## config.mk

```make
export PLATFORM = sky130hd
export DESIGN_NAME = pidad_csr
export DESIGN_NICKNAME = d
export VERILOG_FILES = /design/src/rtl/pidad_pkg.sv /design/src/rtl/pidad_csr.sv
export SDC_FILE = /design/constraint.sdc
export NUM_CORES = 1
export LEC_CHECK = 0
export ABC_CLOCK_PERIOD_IN_PS = 3450
export BUFFER_PORTS_ARGS = -buffer_cell sky130_fd_sc_hd__buf_4
export CAP_MARGIN = 30
export CORE_AREA = 2 2 100 102
export CTS_BUF_LIST = sky130_fd_sc_hd__clkbuf_4 sky130_fd_sc_hd__clkbuf_8
export DETAILED_ROUTE_END_ITERATION = 12
export DIE_AREA = 0 0 102 104
export GPL_ROUTABILITY_DRIVEN = 0
export SKIP_LAST_GASP = 1
export SYNTH_ARGS = -nofsm -noshare
export SYNTH_HDL_FRONTEND = slang
export SYNTH_SLANG_ARGS = --single-unit
```

## constraint.sdc

```tcl
create_clock -name clock -period 3.45 [get_ports clock]
set_clock_uncertainty 0.1 [all_clocks]
set_input_delay 0.8625 -clock clock [delete_from_list [all_inputs] [get_ports clock]]
set_output_delay 0.8625 -clock clock [all_outputs]
set_load 0.005 [all_outputs]
```

## src/rtl/pidad_pkg.sv

```systemverilog
package pidad_pkg;

   // Fixed-point formats
   localparam int TEMP_FRAC_BITS  = 8;
   localparam int GAIN_FRAC_BITS  = 10;
   localparam int INTEG_FRAC_BITS = 16;

   // Field and register widths
   localparam int SETPOINT_W  = 8;
   localparam int TEMP_W      = 17;
   localparam int DRIVE_W     = 10;
   localparam int GAIN_P_W    = 16;
   localparam int GAIN_I_W    = 14;
   localparam int GAIN_D_W    = 15;
   localparam int LIMIT_W     = 16;
   localparam int PERIOD_W    = 16;
   localparam int CSR_DATA_W  = 16;
   localparam int CSR_INDEX_W = 3;

   // Control constants
   localparam int DRIVE_MAX     = 1000;
   localparam int INTEG_DIVISOR = 100;
   localparam int DERIV_SCALE   = 20;

   // Error: setpoint aligned to Q.TEMP minus measured temperature
   localparam int SP_ALIGN_W = SETPOINT_W + TEMP_FRAC_BITS;
   localparam int ERR_W      = ((SP_ALIGN_W > TEMP_W) ? SP_ALIGN_W : TEMP_W) + 1;
   localparam int MAG_W      = ERR_W - 1;

   // Integral increment: round(|err| * 2^(INTEG-TEMP) / 100) by reciprocal multiply
   localparam int INC_SHIFT   = INTEG_FRAC_BITS - TEMP_FRAC_BITS;
   localparam int INC_X_W     = MAG_W + INC_SHIFT + 1;
   localparam int RECIP_SHIFT = INC_X_W + 7;
   localparam int RECIP_W     = RECIP_SHIFT - 6;
   localparam longint unsigned RECIP =
      ((64'd1 << RECIP_SHIFT) + 64'(INTEG_DIVISOR - 1)) / 64'(INTEG_DIVISOR);
   localparam int INC_PROD_W  = INC_X_W + RECIP_W;
   localparam int INC_Q_W     = INC_PROD_W - RECIP_SHIFT;
   localparam int INC_W       = INC_Q_W + 1;

   // Integral accumulator
   localparam int ACC_W   = 28;
   localparam longint ACC_MAX = (64'sd1 <<< (ACC_W - 1)) - 64'sd1;
   localparam int LIMQ_W  = LIMIT_W + INTEG_FRAC_BITS + 1;
   localparam int CMP_W   = ((LIMQ_W > ACC_W) ? LIMQ_W : ACC_W) + 1;

   // Derivative
   localparam int DIFF_W    = ERR_W + 1;
   localparam int GD20_W    = GAIN_D_W + 5;
   localparam int DPROD_W   = DIFF_W + GD20_W + 1;
   localparam int HELD_W    = 32;
   localparam longint DERIV_MAX = (64'sd1 <<< (HELD_W - 1)) - 64'sd1;

   // Term widths and final sum
   localparam int P_W     = ERR_W + GAIN_P_W + 1;
   localparam int I_W     = ACC_W + GAIN_I_W + 1;
   localparam int PD_W    = ((P_W > HELD_W) ? P_W : HELD_W) + 1;
   localparam int SUM_A_W = PD_W + INTEG_FRAC_BITS;
   localparam int SUM_B_W = I_W + TEMP_FRAC_BITS;
   localparam int SUM_W   = ((SUM_A_W > SUM_B_W) ? SUM_A_W : SUM_B_W) + 1;
   localparam int RND_SHIFT = TEMP_FRAC_BITS + INTEG_FRAC_BITS + GAIN_FRAC_BITS;
   localparam int RND_W   = SUM_W - RND_SHIFT;

   // Register reset values
   localparam logic [GAIN_P_W-1:0] GAIN_P_RST = GAIN_P_W'(1024);
   localparam logic [GAIN_I_W-1:0] GAIN_I_RST = GAIN_I_W'(1024);
   localparam logic [GD20_W-1:0]   GD20_RST   = GD20_W'(1024 * DERIV_SCALE);
   localparam logic [LIMIT_W-1:0]  LIMIT_RST  = LIMIT_W'(1000);
   localparam logic [PERIOD_W-1:0] PERIOD_RST = PERIOD_W'(500);

   typedef logic [CSR_INDEX_W-1:0] csr_index_type;

   localparam csr_index_type CSR_GAIN_P       = CSR_INDEX_W'(0);
   localparam csr_index_type CSR_GAIN_I       = CSR_INDEX_W'(1);
   localparam csr_index_type CSR_GAIN_D       = CSR_INDEX_W'(2);
   localparam csr_index_type CSR_WINDUP_LIMIT = CSR_INDEX_W'(3);
   localparam csr_index_type CSR_DERIV_PERIOD = CSR_INDEX_W'(4);

   // Live configuration; derivative gain is kept premultiplied by the scale
   typedef struct packed {
      logic [GAIN_P_W-1:0] gain_p;
      logic [GAIN_I_W-1:0] gain_i;
      logic [GD20_W-1:0]   gain_d20;
      logic [LIMIT_W-1:0]  windup_limit;
      logic [PERIOD_W-1:0] derivative_period;
   } cfg_type;

endpackage

```

## src/rtl/pidad_csr.sv

```systemverilog
module pidad_csr (
   input  logic                                clock,
   input  logic                                reset,
   input  logic                                csr_wen,
   input  pidad_pkg::csr_index_type            csr_index,
   input  logic [pidad_pkg::CSR_DATA_W-1:0]    csr_wdata,
   output pidad_pkg::cfg_type                  cfg
);
   import pidad_pkg::*;

   cfg_type            cfg_ff;
   logic [GD20_W-1:0]  gain_d20_in;

   // scale folded in at write time so the datapath needs one multiplier for D
   assign gain_d20_in = GD20_W'(csr_wdata[GAIN_D_W-1:0]) * GD20_W'(DERIV_SCALE);

   always_ff @(posedge clock) begin
      if (reset) begin
         cfg_ff.gain_p            <= GAIN_P_RST;
         cfg_ff.gain_i            <= GAIN_I_RST;
         cfg_ff.gain_d20          <= GD20_RST;
         cfg_ff.windup_limit      <= LIMIT_RST;
         cfg_ff.derivative_period <= PERIOD_RST;
      end else if (csr_wen) begin
         case (csr_index)
            CSR_GAIN_P:       cfg_ff.gain_p            <= csr_wdata[GAIN_P_W-1:0];
            CSR_GAIN_I:       cfg_ff.gain_i            <= csr_wdata[GAIN_I_W-1:0];
            CSR_GAIN_D:       cfg_ff.gain_d20          <= gain_d20_in;
            CSR_WINDUP_LIMIT: cfg_ff.windup_limit      <= csr_wdata[LIMIT_W-1:0];
            CSR_DERIV_PERIOD: cfg_ff.derivative_period <= csr_wdata[PERIOD_W-1:0];
            default: ;
         endcase
      end
   end

   assign cfg = cfg_ff;

endmodule

```

== Word-level counts from Yosys, hierarchy flattened ==
Index checks and enable logic that the tools add are counted.

* Output and inout bits: 82
* Input bits: 22
* Register bits: 80

* Equality and inequality tests: 4
* Reduce and logical (&&, ||, !) cells: 6
* Multipliers: 1

{| class="wikitable"
|+ Operator list
! kind !! count
|-
| multiplier 15 x 3 -> 18 bit (second input constant) || 1
|-
| AND reduction 2 bit || 5
|-
| == test 3 x 2 -> 1 bit (second input constant) || 2
|-
| == test 3 x 1 -> 1 bit (second input constant) || 1
|-
| == test 3 bit (second input constant) || 1
|-
| logical NOT 3 bit || 1
|}

== Logic depth before layout (Yosys ltp) ==
Gate-level depths: netlist (run 1).

* Depth in word-level cells: 2
* Depth in mapped cells: 9
* Gate-level depth less buffers: 9

== Worst setup path after synthesis (run 1) ==
Ideal clock, no wire load.

* Kind: input -> register
* Start: input port csr_wdata[5] (netlist name)
* End: register cfg_ff (netlist bit cfg[46])
* Required time: 3228 ps
* Arrival time: 2641 ps
* Setup time: 122 ps
* Stages on the path: 7
* Slack: 587 ps
* Cells stage by stage: ha_1 -> ha_1 -> a21o_1 -> a31oi_2 -> a21oi_1 -> or3_1 -> a311o_1

* Word-level cells in the longest chain between the ends: 1

{| class="wikitable"
|+ RTL lines
! element !! RTL line !! RTL
|-
| start: declaration || pidad_csr.sv:6 || <nowiki>input logic [pidad_pkg::CSR_DATA_W-1:0] csr_wdata,</nowiki>
|-
| multiplier 15 x 3 -> 18 bit || pidad_csr.sv:15 || <nowiki>assign gain_d20_in = GD20_W'(csr_wdata[GAIN_D_W-1:0]) * GD20_W'(DERIV_SCALE);</nowiki>
|-
| end: declaration || pidad_csr.sv:11 || <nowiki>cfg_type cfg_ff;</nowiki>
|}

Every way passes these cells.
A chain may end at the register's enable or synchronous reset.

== Worst setup path in the final report (run 1) ==
Same ends and word-level chain as after synthesis.

==> results of run 1 <==
-- metrics by stage --
stage,instance area [um^2],total power [mW],std cells
floorplan,3704,1.163,460
global placement,4526,1.282,668
detailed placement,4526,1.285,668
CTS,4742,2.048,683
global route,4742,2.120,683
finish,4742,2.035,683
-- cells in the mapped netlist, types with 2 or more instances --
| library cell | n |
|---|---|
| sky130_fd_sc_hd__and2_1 | 4 |
| sky130_fd_sc_hd__buf_4 | 2 |
| sky130_fd_sc_hd__o21ai_0 | 5 |
| sky130_fd_sc_hd__clkbuf_1 | 20 |
| sky130_fd_sc_hd__a21oi_1 | 65 |
| sky130_fd_sc_hd__nand3b_1 | 20 |
| sky130_fd_sc_hd__a211oi_1 | 3 |
| sky130_fd_sc_hd__nor3_1 | 6 |
| sky130_fd_sc_hd__nor2_1 | 11 |
| sky130_fd_sc_hd__nand3_1 | 5 |
| sky130_fd_sc_hd__ha_1 | 26 |
| sky130_fd_sc_hd__nor2b_1 | 2 |
| sky130_fd_sc_hd__nor3b_1 | 2 |
| sky130_fd_sc_hd__and3_1 | 5 |
| sky130_fd_sc_hd__xnor2_1 | 2 |
| sky130_fd_sc_hd__a311oi_1 | 2 |
| sky130_fd_sc_hd__buf_2 | 7 |
| sky130_fd_sc_hd__dfxtp_1 | 80 |
| sky130_fd_sc_hd__nand4_1 | 4 |
| sky130_fd_sc_hd__o21a_1 | 4 |
| sky130_fd_sc_hd__a2111oi_0 | 2 |
| sky130_fd_sc_hd__a21o_1 | 7 |
| sky130_fd_sc_hd__inv_1 | 3 |
| sky130_fd_sc_hd__a211o_1 | 3 |
| sky130_fd_sc_hd__nand2_1 | 148 |
-- worst min-delay path: cells and delay by family (launching register included) --
kind,cells,cell delay (ns)
AOI/OAI and AO/OA,1,0.05
DFF,1,0.32
and+or+nand+nor,1,0.05
-- path summary, 6_finish.rpt --
kind,from,end,slack [ns]
max,csr_wdata[5],cfg[46],0.61
min,cfg[80],cfg[80],0.36
max reg2reg,cfg[49],cfg[49],2.21
min reg2reg,cfg[80],cfg[80],0.36
-- cells in the final DEF (no fill, tap or decap), types with 2 or more instances in the layout --
| cell | instances |
|---|---|
| sky130_fd_sc_hd__clkbuf_8 | 9 |
| sky130_fd_sc_hd__buf_4 | 104 |
| sky130_fd_sc_hd__nand3b_1 | 20 |
| sky130_fd_sc_hd__nand2_1 | 148 |
| sky130_fd_sc_hd__a211o_1 | 3 |
| sky130_fd_sc_hd__nor2_1 | 11 |
| sky130_fd_sc_hd__nor2b_1 | 2 |
| sky130_fd_sc_hd__a311oi_1 | 2 |
| sky130_fd_sc_hd__inv_1 | 3 |
| sky130_fd_sc_hd__o21ai_0 | 5 |
| sky130_fd_sc_hd__and2_1 | 4 |
| sky130_fd_sc_hd__nand3_1 | 5 |
| sky130_fd_sc_hd__a211oi_1 | 3 |
| sky130_fd_sc_hd__xnor2_1 | 2 |
| sky130_fd_sc_hd__a21oi_1 | 65 |
| sky130_fd_sc_hd__clkinvlp_4 | 2 |
| sky130_fd_sc_hd__nand4_1 | 4 |
| sky130_fd_sc_hd__a2111oi_0 | 2 |
| sky130_fd_sc_hd__dfxtp_1 | 80 |
| sky130_fd_sc_hd__nor3b_1 | 2 |
| sky130_fd_sc_hd__conb_1 | 2 |
| sky130_fd_sc_hd__a21o_1 | 7 |
| sky130_fd_sc_hd__and3_1 | 5 |
| sky130_fd_sc_hd__nor3_1 | 6 |
| sky130_fd_sc_hd__o21a_1 | 4 |
| sky130_fd_sc_hd__bufinv_16 | 2 |
| sky130_fd_sc_hd__ha_1 | 26 |
-- cell type report --
type                    instances  share of cell area (%)
well taps                     133                   3.509
repair buffers                104                   16.46
multi-input cells             348                   41.45
clock buffers                   9                   2.612
flip-flops and latches         80                   33.77
clock inverters                 6                   1.953
inverters                       3                  0.2375
-- layer usage --
layer | global-route usage [%] | wire, um | vias up | share of wire (%)
li1 | - | - | 1739 | -
met1 | 29.03 | 5030 | 1639 | 47
met2 | 30.26 | 4925 | 103 | 46
met3 | 3.696 | 625 | 10 | 5.8
met4 | 5.619 | 125 | 0 | 1.2
met5 | 0 | 0 | - | 0
-- power groups by stage --
stage | clock, mW | sequential, mW | combinational [mW]
2_1_floorplan | 0 | 0.982 | 0.181
3_3_place_gp | 0 | 0.981 | 0.300
3_5_place_dp | 0 | 0.982 | 0.304
4_1_cts | 0.783 | 0.960 | 0.305
5_1_grt | 0.818 | 0.963 | 0.339
6_report | 0.771 | 0.960 | 0.303
-- kinds of logic (layout without fill, tap and decap cells) --
logic type               after synthesis  after routing  synth area share [%]
buffers and inverters                 32            122                 3.686
other                                  1              2                0.1014
AND/OR/NAND/NOR                      213            213                 25.80
AO/OA/AOI/OAI                        104            104                 17.31
flip-flops                            80             80                 43.29
XOR/XNOR                               2              2                0.4735
adder cells (fa/ha/maj)               27             27                 9.334
==> flow_summary.rst, run 1 <==
.. list-table::
   :header-rows: 1

   * - Metric
     - Value
   * - Internal power component
     - 1.483 mW
   * - Area of the die
     - 0.01061 mm^2
   * - Hold-fix buffer count after cts
     - 0
   * - Maxcap violations
     - 0
   * - Yosys warns
     - 0
   * - CTS tree
     - yes
   * - Number of cells traversed by the worst hold path
     - 2
   * - Number of max-slew violations in the final report
     - 0
   * - Count of flip-flops with a built-in enable after synthesis
     - 0
   * - Htree depth
     - 3
   * - Synth area leader
     - sky130_fd_sc_hd__dfxtp_1
   * - Number of antenna-violating nets in the routed design
     - 0
   * - Result of the run
     - finished, final reports clean
   * - Highest net fanout along the worst path
     - 6
   * - Routed Wire Length
     - 10710 um
   * - Depth of the worst register-to-register path
     - 2
   * - Relative max-transition margin
     - 42.69%
   * - Total DRC errors in the routed layout
     - 0
   * - # nets final
     - 595
   * - Synth Cell Area
     - 0.003700 mm^2
   * - Post-synthesis register bit count
     - 80
   * - Sequence of cells on the critical path
     - buf_4, ha_1, ha_1, a21o_1, a31oi_2, a21oi_1, or3_1, a311o_1
   * - Number of antenna violations at the first check in global routing
     - 0
   * - Final hold violation count
     - 0
   * - Crit path launch type
     - input pin
   * - Clock insertion delay at the later pin of the skew report
     - 0.35 ns
   * - Clock buffer count from CTS
     - 9
   * - DRC violation total after the first TritonRoute iteration
     - 190
   * - Master of the slowest instance on the critical path
     - sky130_fd_sc_hd__ha_1
   * - Number of sinks on the clock net
     - 80
   * - Clk pwr share
     - 37.9%
   * - Total setup buffers inserted after CTS
     - 0
   * - CP Depth
     - 8
   * - Total area of multi-input combinational cells
     - 0.001966 mm^2
   * - Data arrival time at the worst-slack endpoint
     - 2.98 ns
   * - Starting Density
     - 38.74%
   * - Endpoint type of the worst setup path
     - flip-flop
   * - Dominant cell type by count on the critical path
     - sky130_fd_sc_hd__ha_1
   * - Part of the total power dissipated in sequential elements
     - 47.2%
   * - Maximum number of pins on one net before global-route repair
     - 87
   * - Total number of vias
     - 3491
   * - Drt wl/cell
     - 15.68 um
   * - Via count of the first global-routing pass
     - 3188
   * - Final Setup Violations
     - 0
   * - Resize count post-CTS
     - 0
   * - Leakage Power
     - 2.014 nW
   * - Ys async rst share
     - 0%
   * - Setup TNS Final
     - 0 ns
   * - Dominant synthesized flop cell
     - sky130_fd_sc_hd__dfxtp_1
   * - Time the worst path needs with I/O delays and setup
     - 2.838 ns
   * - Sw Pwr
     - 0.5520 mW
   * - Unrepaired setup endpoints after global routing
     - no
   * - Crit path largest cell delay
     - 0.38 ns
   * - Worst Setup Path Type
     - input pin to flip-flop
   * - Power Dens Cells
     - 429.1 mW/mm^2
   * - Max reg flops
     - 80
   * - Clock slew at the register clock pins of the worst setup and hold paths
     - 0.08 ns
   * - Placed wire-length estimate
     - 7586 um
   * - Total I/O pin count
     - 104
   * - First-pass GRT wire length
     - 16690 um
   * - Standard cell core area
     - 0.009549 mm^2
   * - Highest ir drop seen on vdd
     - 0.2223 mV
   * - Syn Inst Count
     - 459
   * - Die Width
     - 102 um
   * - CTS root buf
     - sky130_fd_sc_hd__clkbuf_8
   * - Number of rows created at floorplan
     - 36
   * - Final worst-path setup slack
     - 0.6123 ns
   * - Worst hold path type
     - flip-flop to flip-flop
   * - Dominant delay contributor by cell family on the critical path
     - compound AO/OA/AOI/OAI gates
   * - Combined global-route utilization of all metal layers
     - 20.03%
   * - Layout-stage area growth over the synthesis result
     - 28.17%
   * - Reg area
     - 0.001602 mm^2
   * - Most area-consuming cells after synthesis
     - sky130_fd_sc_hd__dfxtp_1 43%, sky130_fd_sc_hd__nand2_1 15%, sky130_fd_sc_hd__a21oi_1 8.8%
   * - Count of buffer and inverter cells on the critical path
     - 1
   * - Sw frac
     - 27.13%
   * - IO Port Bufs
     - 101
   * - Slew of the pin with the lowest slew margin
     - 0.8597 ns
   * - Portion of the clock cycle consumed by the worst path in the final layout
     - 82.25%
   * - DIE HEIGHT
     - 104 um
   * - Number of filler cells placed in the layout
     - 951
   * - Area share of the largest cell type after synthesis
     - 43.29%
   * - Mean instance size in the synthesized netlist
     - 8.061 um^2
   * - Core Util, Final
     - 49.66%
   * - Detailed-route vias per instance
     - 5.111
   * - Fraction of layout instances using a drive strength above 1
     - 22.73%
   * - Maximum clock path buffer count
     - 2
   * - Number of diodes
     - 0
   * - Final-layout worst hold slack
     - 0.3571 ns
   * - Peak Freq
     - 352.4 MHz
   * - Remaining Overflow, GRT
     - 0
   * - Number of iterations in the first detailed-routing pass
     - 5
   * - Minimum setup slack after placement
     - 0.2614 ns
   * - Count of different cell masters after synthesis
     - 46
   * - Combinational share of power
     - 14.9%
   * - Required time worst endpoint
     - 3.59 ns
   * - Share of the yosys chip area belonging to registers
     - 43.29%
Power figures use the tool's default switching activity.
==> run 2: changes to the inputs <==
- ABC_CLOCK_PERIOD_IN_PS: 3450 -> 2660
- clock period: 3.45 -> 2.66 ns (I/O delays scaled with it)
==> flow_summary.rst, run 2 (synthesis results as in run 1) <==
.. list-table::
   :header-rows: 1

   * - Metric
     - Value
   * - Slew of the pin with the lowest slew margin
     - 0.6730 ns (-0.1867 ns)
   * - Reg2reg setup slack
     - 1.37 ns (-0.84 ns)
   * - Total setup buffers inserted after CTS
     - 0 (unchanged)
   * - Result of the run
     - finished, final reports clean
   * - Htree depth
     - 3 (unchanged)
   * - Final hold violation count
     - 0 (unchanged)
   * - Number of diodes
     - 0 (unchanged)
   * - Maximum clock path buffer count
     - 2 (unchanged)
   * - Layout-stage area growth over the synthesis result
     - 38.59%
   * - Time the worst path needs with I/O delays and setup
     - 2.564 ns
   * - Number of cells traversed by the worst hold path
     - 2 (unchanged)
   * - Portion of the clock cycle consumed by the worst path in the final layout
     - 96.39%
   * - Via count of the first global-routing pass
     - 3440 (+7.9%)
   * - Number of antenna-violating nets in the routed design
     - 0 (unchanged)
   * - Clock buffer count from CTS
     - 9 (unchanged)
   * - # nets final
     - 645 (+8.4%)
   * - DRC violation total after the first TritonRoute iteration
     - 169 (-11%)
   * - Maximum number of pins on one net before global-route repair
     - 58 (-33%)
   * - Depth of the worst register-to-register path
     - 3 (+1)
   * - Internal power component
     - 1.986 mW (+34%)
   * - Most frequent cells in the layout
     - 154 x sky130_fd_sc_hd__buf_4, 148 x sky130_fd_sc_hd__nand2_1, 80 x sky130_fd_sc_hd__dfxtp_1
   * - Standard cell core area
     - 0.009549 mm^2 (unchanged)
   * - CTS tree
     - yes
   * - Clk pwr share
     - 35.8% (-2.1 points)
   * - Dominant delay contributor by cell family on the critical path
     - compound AO/OA/AOI/OAI gates
   * - Combined global-route utilization of all metal layers
     - 22.13% (+2.1 points)
   * - Total number of vias
     - 3703 (+6.1%)
   * - Setup TNS Final
     - 0 ns (unchanged)
   * - Clock slew at the register clock pins of the worst setup and hold paths
     - 0.08 ns (about the same)
   * - Part of the total power dissipated in sequential elements
     - 45.9% (-1.3 points)
   * - Endpoint type of the worst setup path
     - flip-flop
   * - Total DRC errors in the routed layout
     - 0 (unchanged)
   * - Maxcap violations
     - 0 (unchanged)
   * - Crit path launch type
     - input pin
   * - Most common cell after layout, fill and taps aside
     - sky130_fd_sc_hd__buf_4
   * - Number of sinks on the clock net
     - 80 (unchanged)
   * - Die Width
     - 102 um (unchanged)
   * - Combinational share of power
     - 18.3% (+3.4 points)
   * - Worst Setup Path Type
     - input pin to flip-flop
   * - Leakage Power
     - 2.253 nW (+12%)
   * - Number of iterations in the first detailed-routing pass
     - 4 (-1)
   * - Max reg flops
     - 80 (unchanged)
   * - CP Depth
     - 9 (+1)
   * - Final instance area
     - 0.005127 mm^2 (+8.1%)
   * - Power Dens Cells
     - 529.4 mW/mm^2 (+23%)
   * - Total I/O pin count
     - 104 (unchanged)
   * - First-pass GRT wire length
     - 18200 um (+9.0%)
   * - Final Setup Violations
     - 0 (unchanged)
   * - Cell area reported after detailed placement
     - 0.004910 mm^2 (+8.5%)
   * - Remaining Overflow, GRT
     - 0 (unchanged)
   * - Routed Wire Length
     - 11660 um (+8.9%)
   * - Area of the die
     - 0.01061 mm^2 (unchanged)
   * - Drt wl/cell
     - 15.93 um (+1.6%)
   * - Worst hold path type
     - flip-flop to flip-flop
   * - Fraction of layout instances using a drive strength above 1
     - 29.38% (+6.7 points)
   * - Sw frac
     - 26.86% (-0.27 points)
   * - Detailed-route vias per instance
     - 5.059 (-1.0%)
   * - DIE HEIGHT
     - 104 um (unchanged)
   * - Master of the slowest instance on the critical path
     - sky130_fd_sc_hd__ha_1
   * - Clock insertion delay at the later pin of the skew report
     - 0.36 ns (about the same)
   * - CTS root buf
     - sky130_fd_sc_hd__clkbuf_8
   * - Placed wire-length estimate
     - 8729 um (+15%)
   * - Highest ir drop seen on vdd
     - 0.3003 mV (+35%)
   * - Data arrival time at the worst-slack endpoint
     - 2.73 ns (-0.25 ns)
   * - Peak Freq
     - 390.0 MHz
   * - Relative max-transition margin
     - 55.03% (+12 points)
   * - Number of rows created at floorplan
     - 36 (unchanged)
   * - Required time worst endpoint
     - 2.83 ns (-0.76 ns)
   * - Unrepaired setup endpoints after global routing
     - no
   * - Sequence of cells on the critical path
     - buf_4, buf_4, ha_1, ha_1, nor2b_1, o2111ai_2, a311oi_2, a211o_1, a221oi_2
   * - Count of buffer and inverter cells on the critical path
     - 2 (+1)
   * - Sw Pwr
     - 0.7291 mW (+32%)
   * - Crit path largest cell delay
     - 0.34 ns (-0.04 ns)
   * - IO Port Bufs
     - 101 (unchanged)
   * - Starting Density
     - 38.74% (unchanged)
   * - Highest net fanout along the worst path
     - 5 (-1)
   * - Number of max-slew violations in the final report
     - 0 (unchanged)
   * - Number of antenna violations at the first check in global routing
     - 0 (unchanged)
[run 2: path summary, 6_finish.rpt]
path / from / to
setup / recovery: csr_wdata[3] / cfg[49]
hold / removal: cfg[67] / cfg[67]
setup reg to reg: cfg[49] / cfg[49]
hold reg to reg: cfg[67] / cfg[67]
[run 2: stage by stage]
step	total power, mW	utilization (%)	cells	hold WS [ns]	setup slack (ns)
6_report	2.715	53.70	732	0.3568	0.09600
5_1_grt	2.839	53.70	732	0.3783	0.01761
4_1_cts	2.732	53.59	732	0.3602	0.09549
3_5_place_dp	1.764	51.42	718	0.3483	-0.2816
3_3_place_gp	1.757	51.42	718	0.3436	-0.1778
2_1_floorplan	1.512	-	460	0.3482	0.001903
[run 2: repair_timing]
| item | CTS | global route |
|---|---|---|
| hold buffers | 0 | 0 |
| resized for setup | 0 | 2 |
| endpoints found under the setup margin | 0 | 2 |
| endpoints found under the hold margin | 0 | 0 |
[run 2: area by class of cell]
cell class / instances / area (um^2)
timing repair buffer: 154 / 1156
tap: 133 / 166.4
fill: 949 / 4422
inverter: 3 / 11.26
clock buffer: 9 / 123.9
sequential: 80 / 1602
multi-input combinational: 348 / 1984
clock inverter: 5 / 83.83
[run 2: power by group through the flow]
stage	clock [mW]	sequential [mW]	combinational, mW
after CTS	0.992	1.24	0.495
after floorplan	0	1.27	0.239
after global routing	1.04	1.25	0.547
after detailed placement	0	1.27	0.491
after global placement	0	1.27	0.485
final	0.972	1.24	0.498
[run 2: worst reg2reg max path: cells and delay by family (launching register included)]
family,cells,cell delay (ns)
DFF,1,0.34
buffers and inverters,1,0.20
AOI/OAI and AO/OA,2,0.52
[run 2: layer usage]
metal	global-route usage [%]	routed length, um
met1	30.70	5282
met2	34.87	5556
met3	3.091	635
met4	7.905	187
met5	0	0
==> run 3: changes to the inputs <==
==> constraint.sdc (replaced) <==
create_clock -name clock -period 2.66 [get_ports clock]
set_clock_uncertainty 0.1 [all_clocks]
set_input_delay 0.532 -clock clock [delete_from_list [all_inputs] [get_ports clock]]
set_output_delay 0.532 -clock clock [all_outputs]
set_load 0.005 [all_outputs]
==> flow_summary.rst, run 3 (synthesis results as in run 1) <==
.. list-table::
   :header-rows: 1

   * - Metric
     - Value
   * - Result of the run
     - finished, final reports clean
   * - Post-layout total power
     - 2.702 mW (-0.47%)
   * - Unrepaired setup endpoints after global routing
     - no
   * - Required time worst endpoint
     - 2.83 ns (about the same)
   * - Placed wire-length estimate
     - 8007 um (-8.3%)
   * - Number of rows created at floorplan
     - 36 (unchanged)
   * - Depth of the worst register-to-register path
     - 2 (-1)
   * - Layer with the highest usage
     - met2
   * - Layout-stage area growth over the synthesis result
     - 33.85%
   * - Slew of the pin with the lowest slew margin
     - 0.8317 ns (+0.1588 ns)
   * - Highest net fanout along the worst path
     - 4 (-1)
   * - Number of sinks on the clock net
     - 80 (unchanged)
   * - Clock buffer count from CTS
     - 9 (unchanged)
   * - Number of filler cells placed in the layout
     - 978 (+3.1%)
   * - Die Width
     - 102 um (unchanged)
   * - CTS root buf
     - sky130_fd_sc_hd__clkbuf_8
   * - Final Setup Violations
     - 0 (unchanged)
   * - Number of max-slew violations in the final report
     - 0 (unchanged)
   * - Sequence of cells on the critical path
     - buf_4, ha_1, ha_1, inv_1, fa_1, nor2b_1, o2111ai_2, a311oi_1, nand3_1, a221oi_2
   * - Remaining Overflow, GRT
     - 0 (unchanged)
   * - Leakage Power
     - 2.149 nW (-4.6%)
   * - Fraction of layout instances using a drive strength above 1
     - 26.47% (-2.9 points)
   * - Drt wl/cell
     - 15.65 um (-1.8%)
   * - Placed cell count
     - 696 (-3.1%)
   * - Clock insertion delay at the later pin of the skew report
     - 0.35 ns (about the same)
   * - Number of antenna-violating nets in the routed design
     - 0 (unchanged)
   * - CTS tree
     - yes
   * - First-pass GRT wire length
     - 17660 um (-3.0%)
   * - Relative max-transition margin
     - 44.55% (-10 points)
   * - Maximum clock path buffer count
     - 2 (unchanged)
   * - Met2 Track Usage GR
     - 33.74% (-1.1 points)
   * - Highest ir drop seen on vdd
     - 0.2958 mV (-1.5%)
   * - Maxcap violations
     - 0 (unchanged)
   * - Number of antenna violations at the first check in global routing
     - 0 (unchanged)
   * - Resize count post-CTS
     - 0 (unchanged)
   * - Starting Density
     - 38.74% (unchanged)
   * - Number of diodes
     - 0 (unchanged)
   * - Portion of the clock cycle consumed by the worst path in the final layout
     - 91.30% (-5.1 points)
   * - Power Dens Cells
     - 545.6 mW/mm^2 (+3.0%)
   * - Most common cell after layout, fill and taps aside
     - sky130_fd_sc_hd__nand2_1
   * - Crit path largest cell delay
     - 0.38 ns (+0.04 ns)
   * - Total number of vias
     - 3631 (-1.9%)
   * - IO Port Bufs
     - 101 (unchanged)
   * - Crit path launch type
     - input pin
   * - Combined global-route utilization of all metal layers
     - 21.31% (-0.82 points)
   * - Hold-fix buffer count after cts
     - 0 (unchanged)
   * - GR Util met3
     - 2.957% (-0.13 points)
   * - Clock slew at the register clock pins of the worst setup and hold paths
     - 0.08 ns (about the same)
   * - Count of non-filler cells in the finished layout
     - 711 (-2.9%)
   * - Maximum number of pins on one net before global-route repair
     - 87 (+50%)
   * - Via count of the first global-routing pass
     - 3415 (-0.73%)
   * - Standard cell core area
     - 0.009549 mm^2 (unchanged)
   * - Total setup buffers inserted after CTS
     - 0 (unchanged)
   * - Dominant cell type by count on the critical path
     - sky130_fd_sc_hd__ha_1
   * - Worst Setup Path Type
     - input pin to flip-flop
   * - Endpoint type of the worst setup path
     - flip-flop
   * - Total I/O pin count
     - 104 (unchanged)
   * - Routed Wire Length
     - 11130 um (-4.6%)
   * - Htree depth
     - 3 (unchanged)
   * - Final worst-path setup slack
     - 0.2315 ns (+0.1355 ns)
   * - Final-layout worst hold slack
     - 0.3300 ns (-0.02672 ns)
   * - Time the worst path needs with I/O delays and setup
     - 2.429 ns (-0.1355 ns)
   * - Master of the slowest instance on the critical path
     - sky130_fd_sc_hd__fa_1
   * - Number of iterations in the first detailed-routing pass
     - 4 (unchanged)
   * - Peak Freq
     - 411.8 MHz (+5.6%)
   * - Data arrival time at the worst-slack endpoint
     - 2.60 ns (-0.13 ns)
   * - Detailed-route vias per instance
     - 5.107 (+0.95%)
   * - Max reg flops
     - 80 (unchanged)
   * - Most frequent cells in the layout
     - 148 x sky130_fd_sc_hd__nand2_1, 132 x sky130_fd_sc_hd__buf_4, 80 x sky130_fd_sc_hd__dfxtp_1
   * - Final hold violation count
     - 0 (unchanged)
   * - Area of the die
     - 0.01061 mm^2 (unchanged)
   * - DIE HEIGHT
     - 104 um (unchanged)
   * - Number of cells traversed by the worst hold path
     - 3 (+1)
   * - Met1 Track Usage GR
     - 29.73% (-0.97 points)
   * - Minimum setup slack after placement
     - -0.1650 ns (+0.1166 ns)
   * - # nets final
     - 623 (-3.4%)
   * - Worst hold path type
     - input pin to flip-flop
   * - DRC violation total after the first TritonRoute iteration
     - 154 (-8.9%)
   * - Total DRC errors in the routed layout
     - 0 (unchanged)
-- run 3: cell count changes in the layout (fill, tap and decap cells not counted), sizes merged --
cell / delta
inv: +2
clkinv: -1
buf: -22
-- run 3: metrics by stage --
step | cell area, um^2 | TNS (ns) | util (%)
final | 4952 | 0 | 51.86
after global routing | 4952 | 0 | 51.86
after CTS | 4952 | 0 | 51.86
after detailed placement | 4736 | -0.2558 | 49.59
after global placement | 4736 | -0.05806 | 49.59
after floorplan | 3704 | 0 | -
-- run 3: per-layer routing --
metal | wire [um] | share of wire (%) | up-vias
li1 | - | - | 1797
met1 | 5183 | 47 | 1716
met2 | 5236 | 47 | 106
met3 | 543 | 4.9 | 12
met4 | 162 | 1.5 | 0
met5 | 0 | 0 | -
-- run 3: final timing paths --
path	start	end	slack, ns
worst max-delay path	csr_wdata[1]	cfg[49]	0.23
worst max register to register	cfg[49]	cfg[49]	1.35
worst min-delay path	csr_wdata[15]	cfg[31]	0.33
worst min register to register	cfg[70]	cfg[70]	0.36
-- run 3: final cells by class --
class                   count  area, um^2  share of cell area, %
well taps                 133       166.4                  3.360
multi-input cells         348        1966                  39.69
clock buffers               9       123.9                  2.501
inverters                   3       11.26                 0.2274
repair buffers            132       991.0                  20.01
flip-flops and latches     80        1602                  32.34
clock inverters             6       92.59                  1.870
-- run 3: where the power goes --
group / switching [mW] / leakage [nW] / internal [mW] / total [mW]
combinational: 0.239 / 1.40 / 0.206 / 0.445
sequential: 0.0180 / 0.649 / 1.23 / 1.25
clock: 0.482 / 0.102 / 0.530 / 1.01
-- run 3: worst max-delay path: cells and delay by family --
| family | cells | cell delay, ns |
|---|---|---|
| and+or+nand+nor | 2 | 0.33 |
| AOI/OAI and AO/OA | 3 | 0.74 |
| adders and majority gates | 3 | 0.82 |
| buffers and inverters | 2 | 0.18 |
